**src/sv/urxf_pkg.sv**
```systemverilog
`timescale 1ns / 1ps
// ----------------------------------------------------------------------------
// urxf_pkg
// Shared word types and operation codes for the UART receive FIFO with
// idle-gap frame counting.
// ----------------------------------------------------------------------------
package urxf_pkg;

    // operation codes carried in the kind field
    localparam logic [2:0] KIND_RX_BYTE  = 3'd0;
    localparam logic [2:0] KIND_TICK     = 3'd1;
    localparam logic [2:0] KIND_POP      = 3'd2;
    localparam logic [2:0] KIND_PEEK     = 3'd3;
    localparam logic [2:0] KIND_FRAME_CS = 3'd4;

    localparam int GAP_W = 16;
    localparam logic [GAP_W-1:0] GAP_RESET = 16'd4;

    typedef struct packed {
        logic [2:0]  kind;
        logic [7:0]  rx_byte;
        logic [15:0] peek_offset;
    } urxf_in_t;

    typedef struct packed {
        logic        ok;
        logic [7:0]  data_out;
        logic [8:0]  fill_level;
        logic [7:0]  frame_count;
        logic        overflow;
    } urxf_out_t;

endpackage

```
**src/sv/uart_rx_fifo_with_gap_framing.sv**
```systemverilog
`timescale 1ns / 1ps
// ----------------------------------------------------------------------------
// uart_rx_fifo_with_gap_framing
// Receive byte FIFO with idle-gap frame counting.
//
//   channel | direction | handshake          | word
//   --------+-----------+--------------------+-----------------------------
//   in      | into      | in_valid/in_stall  | urxf_in_t  (kind, byte, peek)
//   out     | out of    | out_valid/out_stall| urxf_out_t (one per in word)
//   cfg     | into      | cfg_we             | cfg_wdata = frame_gap_ticks
//
// Push, tick, frame consume and pop on empty answer from the idle state; a
// pop with data first reads the byte store read port (ST_READ). A peek first
// runs the offset reduction unit (ST_MOD), then the read. After reset a clearing
// pass zeroes every byte store entry, with in_stall high. A result that meets
// out_stall is parked in ST_HOLD with in_stall high, so the next word is
// taken only once the parked one has gone to the output register.
// ----------------------------------------------------------------------------
module uart_rx_fifo_with_gap_framing #(
    parameter int DEPTH = 256
) (
    input  logic               clk,
    input  logic               rst_n,
    input  logic               in_valid,
    output logic               in_stall,
    input  urxf_pkg::urxf_in_t in_word,
    output logic               out_valid,
    input  logic               out_stall,
    output urxf_pkg::urxf_out_t out_word,
    input  logic               cfg_we,
    input  logic [15:0]        cfg_wdata
);

    import urxf_pkg::*;

    localparam int AW = (DEPTH > 1) ? $clog2(DEPTH) : 1;
    localparam int CW = $clog2(DEPTH + 1);

    localparam logic [AW-1:0] LAST_IDX = AW'(DEPTH - 1);
    localparam logic [CW-1:0] FULL_CNT = CW'(DEPTH);
    localparam logic [AW:0]   DEPTH_W  = (AW + 1)'(DEPTH);
    localparam logic [AW-1:0] IDX_ONE  = AW'(1);
    localparam logic [CW-1:0] CNT_ONE  = CW'(1);

    localparam logic [2:0] ST_CLEAR = 3'd0;
    localparam logic [2:0] ST_IDLE  = 3'd1;
    localparam logic [2:0] ST_MOD   = 3'd2;
    localparam logic [2:0] ST_READ  = 3'd3;
    localparam logic [2:0] ST_HOLD  = 3'd4;

    logic [2:0]       state_reg,  state_next;
    logic [AW-1:0]    clr_idx_reg, clr_idx_next;
    logic [AW-1:0]    head_reg,   head_next;
    logic [AW-1:0]    tail_reg,   tail_next;
    logic [CW-1:0]    cnt_reg,    cnt_next;
    logic [7:0]       frames_reg, frames_next;
    logic [GAP_W-1:0] timer_reg,  timer_next;
    logic             run_reg,    run_next;
    logic             ovf_reg,    ovf_next;
    logic [GAP_W-1:0] gap_reg;
    urxf_out_t        res_reg,    res_next;
    logic             out_valid_reg;
    urxf_out_t        out_word_reg;

    // byte store
    logic [7:0]       byte_mem [DEPTH];
    logic [7:0]       rd_data_reg;
    logic             mem_we;
    logic [AW-1:0]    mem_waddr;
    logic [7:0]       mem_wdata;
    logic             mem_re;
    logic [AW-1:0]    mem_raddr;

    logic             mod_start;
    logic             mod_done;
    logic [AW-1:0]    mod_rem;

    logic             out_free;
    logic             out_load;
    urxf_out_t        out_data;
    logic [CW+8:0]    cnt_ext;
    logic [AW:0]      peek_sum;

    assign in_stall  = (state_reg != ST_IDLE);
    assign out_free  = !out_valid_reg || !out_stall;
    assign out_valid = out_valid_reg;
    assign out_word  = out_word_reg;
    assign cnt_ext   = {9'd0, cnt_next};
    assign peek_sum  = {1'b0, head_reg} + {1'b0, mod_rem};

    urxf_offset_mod #(
        .DEPTH (DEPTH)
    ) u_offset_mod (
        .clk    (clk),
        .rst_n  (rst_n),
        .start  (mod_start),
        .offset (in_word.peek_offset),
        .done   (mod_done),
        .rem    (mod_rem)
    );

    always_comb
    begin
        logic [GAP_W-1:0] tick_val;
        urxf_out_t        res;
        urxf_out_t        rd_res;
        logic             wait_read;

        state_next   = state_reg;
        clr_idx_next = clr_idx_reg;
        head_next    = head_reg;
        tail_next    = tail_reg;
        cnt_next     = cnt_reg;
        frames_next  = frames_reg;
        timer_next   = timer_reg;
        run_next     = run_reg;
        ovf_next     = ovf_reg;
        res_next     = res_reg;
        mem_we       = 1'b0;
        mem_waddr    = tail_reg;
        mem_wdata    = in_word.rx_byte;
        mem_re       = 1'b0;
        mem_raddr    = head_reg;
        mod_start    = 1'b0;
        out_load     = 1'b0;
        out_data     = res_reg;
        tick_val     = timer_reg + 16'd1;
        res          = '0;
        rd_res       = res_reg;
        wait_read    = 1'b0;

        unique case (state_reg)
            ST_CLEAR:
            begin
                mem_we    = 1'b1;
                mem_waddr = clr_idx_reg;
                mem_wdata = 8'd0;
                if (clr_idx_reg == LAST_IDX)
                begin
                    state_next = ST_IDLE;
                end
                else
                begin
                    clr_idx_next = clr_idx_reg + IDX_ONE;
                end
            end

            ST_IDLE:
            begin
                if (in_valid)
                begin
                    unique case (in_word.kind)
                        KIND_RX_BYTE:
                        begin
                            if (cnt_reg == FULL_CNT)
                            begin
                                // dropped byte, timer holds its value
                                ovf_next = 1'b1;
                                run_next = 1'b0;
                            end
                            else
                            begin
                                mem_we    = 1'b1;
                                tail_next = (tail_reg == LAST_IDX) ? '0 : tail_reg + IDX_ONE;
                                cnt_next  = cnt_reg + CNT_ONE;
                                res.ok    = 1'b1;
                                if (cnt_reg + CNT_ONE == FULL_CNT)
                                begin
                                    ovf_next   = 1'b1;
                                    run_next   = 1'b0;
                                    timer_next = '0;
                                end
                                else
                                begin
                                    ovf_next = 1'b0;
                                    run_next = 1'b1;
                                    if (timer_reg == gap_reg)
                                    begin
                                        frames_next = frames_reg + 8'd1;
                                    end
                                    timer_next = '0;
                                end
                            end
                        end

                        KIND_TICK:
                        begin
                            if (run_reg)
                            begin
                                if (tick_val == gap_reg)
                                begin
                                    frames_next = frames_reg + 8'd1;
                                    run_next    = 1'b0;
                                    timer_next  = '0;
                                end
                                else
                                begin
                                    timer_next = tick_val;
                                end
                            end
                        end

                        KIND_POP:
                        begin
                            if (cnt_reg != '0)
                            begin
                                mem_re     = 1'b1;
                                head_next  = (head_reg == LAST_IDX) ? '0 : head_reg + IDX_ONE;
                                cnt_next   = cnt_reg - CNT_ONE;
                                res.ok     = 1'b1;
                                wait_read  = 1'b1;
                                state_next = ST_READ;
                            end
                        end

                        KIND_PEEK:
                        begin
                            mod_start  = 1'b1;
                            wait_read  = 1'b1;
                            state_next = ST_MOD;
                        end

                        KIND_FRAME_CS:
                        begin
                            if (frames_reg != 8'd0)
                            begin
                                frames_next = frames_reg - 8'd1;
                            end
                        end

                        default:
                        begin
                        end
                    endcase

                    res.fill_level  = cnt_ext[8:0];
                    res.frame_count = frames_next;
                    res.overflow    = ovf_next;

                    if (wait_read)
                    begin
                        res_next = res;
                    end
                    else if (out_free)
                    begin
                        out_load = 1'b1;
                        out_data = res;
                    end
                    else
                    begin
                        res_next   = res;
                        state_next = ST_HOLD;
                    end
                end
            end

            ST_MOD:
            begin
                if (mod_done)
                begin
                    mem_re     = 1'b1;
                    mem_raddr  = (peek_sum >= DEPTH_W) ? AW'(peek_sum - DEPTH_W)
                                                       : peek_sum[AW-1:0];
                    state_next = ST_READ;
                end
            end

            ST_READ:
            begin
                rd_res.data_out = rd_data_reg;
                if (out_free)
                begin
                    out_load   = 1'b1;
                    out_data   = rd_res;
                    state_next = ST_IDLE;
                end
                else
                begin
                    res_next   = rd_res;
                    state_next = ST_HOLD;
                end
            end

            ST_HOLD:
            begin
                if (out_free)
                begin
                    out_load   = 1'b1;
                    out_data   = res_reg;
                    state_next = ST_IDLE;
                end
            end

            default:
            begin
                state_next = ST_IDLE;
            end
        endcase
    end

    always_ff @(posedge clk or negedge rst_n)
    begin
        if (!rst_n)
        begin
            state_reg     <= ST_CLEAR;
            clr_idx_reg   <= '0;
            head_reg      <= '0;
            tail_reg      <= '0;
            cnt_reg       <= '0;
            frames_reg    <= 8'd0;
            timer_reg     <= '0;
            run_reg       <= 1'b0;
            ovf_reg       <= 1'b0;
            gap_reg       <= GAP_RESET;
            out_valid_reg <= 1'b0;
        end
        else
        begin
            state_reg   <= state_next;
            clr_idx_reg <= clr_idx_next;
            head_reg    <= head_next;
            tail_reg    <= tail_next;
            cnt_reg     <= cnt_next;
            frames_reg  <= frames_next;
            timer_reg   <= timer_next;
            run_reg     <= run_next;
            ovf_reg     <= ovf_next;
            if (cfg_we)
            begin
                gap_reg <= cfg_wdata;
            end
            if (out_load)
            begin
                out_valid_reg <= 1'b1;
            end
            else if (!out_stall)
            begin
                out_valid_reg <= 1'b0;
            end
        end
    end

    always_ff @(posedge clk)
    begin
        res_reg <= res_next;
        if (out_load)
        begin
            out_word_reg <= out_data;
        end
    end

    // one write and one registered read per cycle; the FSM never overlaps
    // a write and a read of the same entry
    always_ff @(posedge clk)
    begin
        if (mem_we)
        begin
            byte_mem[mem_waddr] <= mem_wdata;
        end
        if (mem_re)
        begin
            rd_data_reg <= byte_mem[mem_raddr];
        end
    end

endmodule

```
**src/sv/urxf_offset_mod.sv**
```systemverilog
`timescale 1ns / 1ps
// ----------------------------------------------------------------------------
// urxf_offset_mod
// Reduces a 16-bit peek offset modulo DEPTH. Power-of-two depths take a
// mask and answer in the cycle after start; other depths run a restoring
// reduction, four compare/subtract steps per cycle, and raise done together
// with the final remainder.
// ----------------------------------------------------------------------------
module urxf_offset_mod #(
    parameter int DEPTH = 256
) (
    input  logic                                     clk,
    input  logic                                     rst_n,
    input  logic                                     start,
    input  logic [15:0]                              offset,
    output logic                                     done,
    output logic [((DEPTH > 1) ? $clog2(DEPTH) : 1)-1:0] rem
);

    localparam int  AW   = (DEPTH > 1) ? $clog2(DEPTH) : 1;
    localparam bit  POW2 = ((DEPTH & (DEPTH - 1)) == 0);

    generate
        if (POW2) begin : g_mask
            logic          done_reg;
            logic [AW-1:0] rem_reg;

            always_ff @(posedge clk or negedge rst_n)
            begin
                if (!rst_n)
                begin
                    done_reg <= 1'b0;
                end
                else
                begin
                    done_reg <= start;
                end
            end

            always_ff @(posedge clk)
            begin
                if (start)
                begin
                    rem_reg <= offset[AW-1:0];
                end
            end

            assign done = done_reg;
            assign rem  = rem_reg;
        end
        else begin : g_iter
            logic [15:0] r_reg;
            logic [15:0] r_next;
            logic [1:0]  step_reg;
            logic        busy_reg;
            logic        done_reg;

            // four restoring steps per cycle, shift 15 down to 0 across the four step_reg values
            always_comb
            begin
                logic [31:0] r_work;
                logic [31:0] dv;
                logic [3:0]  shamt;
                r_work = {16'd0, r_reg};
                for (int j = 0; j < 4; j++)
                begin
                    shamt = 4'd15 - {step_reg, 2'b00} - 4'(j);
                    dv    = 32'(DEPTH) << shamt;
                    if (r_work >= dv)
                    begin
                        r_work = r_work - dv;
                    end
                end
                r_next = r_work[15:0];
            end

            always_ff @(posedge clk or negedge rst_n)
            begin
                if (!rst_n)
                begin
                    step_reg <= 2'd0;
                    busy_reg <= 1'b0;
                    done_reg <= 1'b0;
                end
                else
                begin
                    done_reg <= busy_reg && (step_reg == 2'd3);
                    if (start)
                    begin
                        step_reg <= 2'd0;
                        busy_reg <= 1'b1;
                    end
                    else if (busy_reg)
                    begin
                        step_reg <= step_reg + 2'd1;
                        if (step_reg == 2'd3)
                        begin
                            busy_reg <= 1'b0;
                        end
                    end
                end
            end

            always_ff @(posedge clk)
            begin
                if (start)
                begin
                    r_reg <= offset;
                end
                else if (busy_reg)
                begin
                    r_reg <= r_next;
                end
            end

            assign done = done_reg;
            assign rem  = r_reg[AW-1:0];
        end
    endgenerate

endmodule

```
**config.mk**
```make
export PLATFORM = sky130hd
export DESIGN_NAME = uart_rx_fifo_with_gap_framing
export DESIGN_NICKNAME = d
export VERILOG_FILES = /design/src/sv/urxf_pkg.sv /design/src/sv/uart_rx_fifo_with_gap_framing.sv /design/src/sv/urxf_offset_mod.sv
export SDC_FILE = /design/constraint.sdc
export NUM_CORES = 2
export LEC_CHECK = 0
export BUFFER_PORTS_ARGS = -buffer_cell sky130_fd_sc_hd__buf_2
export CAP_MARGIN = 0
export CORE_UTILIZATION = 40
export DETAILED_ROUTE_END_ITERATION = 10
export PLACE_DENSITY = 0.66
export SKIP_CTS_REPAIR_TIMING = 1
export SKIP_LAST_GASP = 1
export SLEW_MARGIN = 20
export SYNTH_ARGS = -nofsm -noshare
export SYNTH_HDL_FRONTEND = slang
export SYNTH_HIERARCHICAL = 1
export SYNTH_SLANG_ARGS = --single-unit
```
**constraint.sdc**
```tcl
create_clock -name clk -period 4.6 [get_ports clk]
set_input_delay 1.38 -clock clk [delete_from_list [all_inputs] [get_ports clk]]
set_output_delay 1.38 -clock clk [all_outputs]
set_load 0.01 [all_outputs]
```
==> flow_summary.toml <==
[outcome]
outcome = "finished clean"

[logic_synthesis]
synth_top_family_by_area = "simple AND/OR/NAND/NOR gates"
synth-seq-cells = 2198
synthArstFlopShare_pct = 3.640
syn-instance-count = 6078
ys_seq_area_share_pct = 72.96
netlist_area_um2 = 89920
synth_commonest_cells = "edfxtp_1, nand2_1, nand3_1"
synth.most_common_cell = "edfxtp_1"
synth_fa_ha_area_share_pct = 0.2449
synthXorXnorAreaFrac_pct = 0.5649
yosys-mux-area-fraction_pct = 7.883
syn_avg_cell_area_um2 = 14.79
synth_compound_area_share_pct = 5.215
synth_flop_cell = "edfxtp_1"
syn_nets = 6143
yosys_warnings = 6
synth_cell_types = 91
synth-edff-count = 2118
synthTopCellsByArea = "edfxtp_1, nand2_1, mux4_2"
synth_top_area_cell = "edfxtp_1"
yosys.area_share.simple_pct = 10.72
synth.top_cell.area_share_pct = 70.73

[clock_network]
htreeDepth = 4
clock_path_buffers = 3
cts_buffers = 216
tritoncts = "done"
clk_latency_ns = 0.90
cts_root_buf = "clkbuf_16"
clock_sinks = 2198
clk_pin_slew_worst_paths_ns = 0.06

[run]
drv_cap = 0

[pwr]
powerDensity_nw_per_um2 = 385.0
pwr-share-clk_pct = 44.4
leakagePower_uw = 0.03592
power_switching_uw = 8132
pwr-share-seq_pct = 54.4
peakVddDrop_mv = 0.4422
switching_share_pct = 20.15
total_power_uw = 40350
combPwrFrac_pct = 1.2
p_int_uw = 32220

[floorplan]
core_region_area_um2 = 222700
initial_utilization_pct = 40.37
row_count = 173
die_w_um = 476.1
die-area_um2 = 226700
num_io_pins = 77
die_h_um = 476.1

[grt]
antenna_found_initial = 9
grt_usage_pct = 22.57
grt_overflow = 0
grt_pass1_wl_um = 377900
grt_max_degree = 133
grt_pass1_vias = 54300

[placement]
place_area_um2 = 97530
port-buffer-count = 68
dpl.hpwl_um = 165000
place_inst = 9345
gp_congestion = 0.9336

[route]
wirelength_um = 261000
dr.pass1.iters = 6
avgViaCountPerCell = 5.813
wl_per_cell_um = 26.75
drtIter0Drc = 8331
vias = 56710
antenna_left = 0
drc = 0

[timing]
timing_hold_violations_final = 0
slew_viol_final = 0
finalClockSkew_ns = 0.07141
worst-slew-pin-transition_ns = 1.189
period_needed_ns = 4.522
rsz0062_at_grt = "no"
setup_viol = 0
relSlewSlack_pct = 20.51
finalCritPeriodShare_pct = 98.31
fmax_ghz = 0.2211

[setup_path]
max_stage_delay_ns = 0.64
r2r_cells = 11
crit_arrival_ns = 5.13
critPathLaunchType = "flop"
crit_chain = "ha_1, a211oi_1, or4_1, nand3_1, a32oi_4, nand2b_1, o22ai_1, o31ai_1, o311ai_0, buf_4, o32a_1"
crit_fanout = 7
crit_path_end_kind = "flop"
critPathSlowestCell = "a32oi_4"
critical_path_class = "flop to flop"
required_ns = 5.21

[cells_and_area]
final_area_um2 = 104800
layout-drive-gt1-share_pct = 18.11
syn_to_final_growth_pct = 16.58
nets = 6657
fin_cells = 9756
largest_register_ffs = 2048
fillers = 18840

[min_path]
holdPathStages = 1
min-delay-path-class = "flop to flop"
## metal layers
metal  track usage, %  share of wire [%]  vias to the layer above
met3            5.500                 12                      586
met1            31.10                 39                    28430
met5                0              0.011                        -
met4            9.120                4.4                        6
met2            34.27                 45                     3466
li1                 -                  -                    24220
## final timing paths
kind / startpoint / to / slack, ns
setup / recovery: head_reg[1]$_DFFE_PN0P_ / rd_data_reg[3]$_DFFE_PP_ / 0.08
hold / removal: res_reg[8]$_DFFE_PP_ / out_word[8]$_DFFE_PP_ / 0.53
setup reg to reg: head_reg[1]$_DFFE_PN0P_ / rd_data_reg[3]$_DFFE_PP_ / 0.08
hold reg to reg: res_reg[8]$_DFFE_PP_ / out_word[8]$_DFFE_PP_ / 0.53
max in group asynchronous: rst_n / cnt_reg[0]$_DFF_PN0_ / 3.18
min in group asynchronous: rst_n / frames_reg[6]$_DFFE_PN0P_ / 0.62
## cells by family (layout without fill, tap and decap cells)
family	count (synthesis)	after routing
simple gates	2210	2210
flops	2198	2198
compound gates	686	686
mux	503	503
buf+inv	406	1102
xor+xnor	58	58
fa+ha+maj	17	17
other cells	0	7
## placed cells by master, fill, tap and decap left out, types with 14 or more instances in the layout
cell,n
a211oi_1,27
mux4_2,155
buf_2,67
a22o_1,14
inv_1,29
a21oi_1,157
a31oi_1,69
xnor2_1,35
clkinv_1,47
mux2i_1,314
and2_1,16
xor2_1,22
and3_1,46
nand3b_1,15
nor3_1,52
o21ai_0,88
bufinv_16,26
buf_4,535
nor4_1,26
edfxtp_1,2118
nand2b_1,16
dfrtp_1,79
a22oi_1,31
nand2_1,1119
nand3_1,417
o22ai_1,62
clkbuf_16,217
clkbuf_1,43
ha_1,16
a311oi_1,31
nand4_1,48
a32oi_1,83
nor2_1,364
buf_12,71
mux2_2,26
clkinv_2,37
## critical path: cells and delay by family, from the launching register on
family / cells / cell delay (ns)
compound gates: 6 / 2.21
flops: 1 / 0.49
buf+inv: 1 / 0.21
simple gates: 3 / 1.01
fa+ha+maj: 1 / 0.34
## cell type report
type	instances	area, um^2	share of cell area, %
Antenna cell	7	17.52	0.01671
Clock buffer	262	5619	5.360
Clock inverter	138	1593	1.519
Inverter	29	108.9	0.1038
Multi-Input combinational cell	3474	22390	21.36
Sequential cell	2198	65600	62.58
Tap cell	2975	3722	3.551
Timing Repair Buffer	673	5773	5.507
## per-stage QoR
step	hold slack, ns	utilization (%)	setup TNS, ns	setup slack (ns)
floorplan	0.4919	-	-1829.97	-0.8935
global placement	0.5061	43.78	0	0.08016
detailed placement	0.5075	43.79	0	0.02212
CTS	0.5227	47.02	-0.0003517	-0.0003517
global route	0.5518	47.06	0	0.01218
finish	0.5259	47.06	0	0.07795
## power by group through the flow
stage | clock network, uW | logic, uW | registers, uW
6_report | 17900 | 489 | 21900
5_1_grt | 18800 | 524 | 21900
4_1_cts | 18100 | 489 | 21900
3_5_place_dp | 0 | 490 | 22400
3_3_place_gp | 0 | 469 | 22400
2_1_floorplan | 0 | 218 | 22400
(Power assumes the default switching activity.)
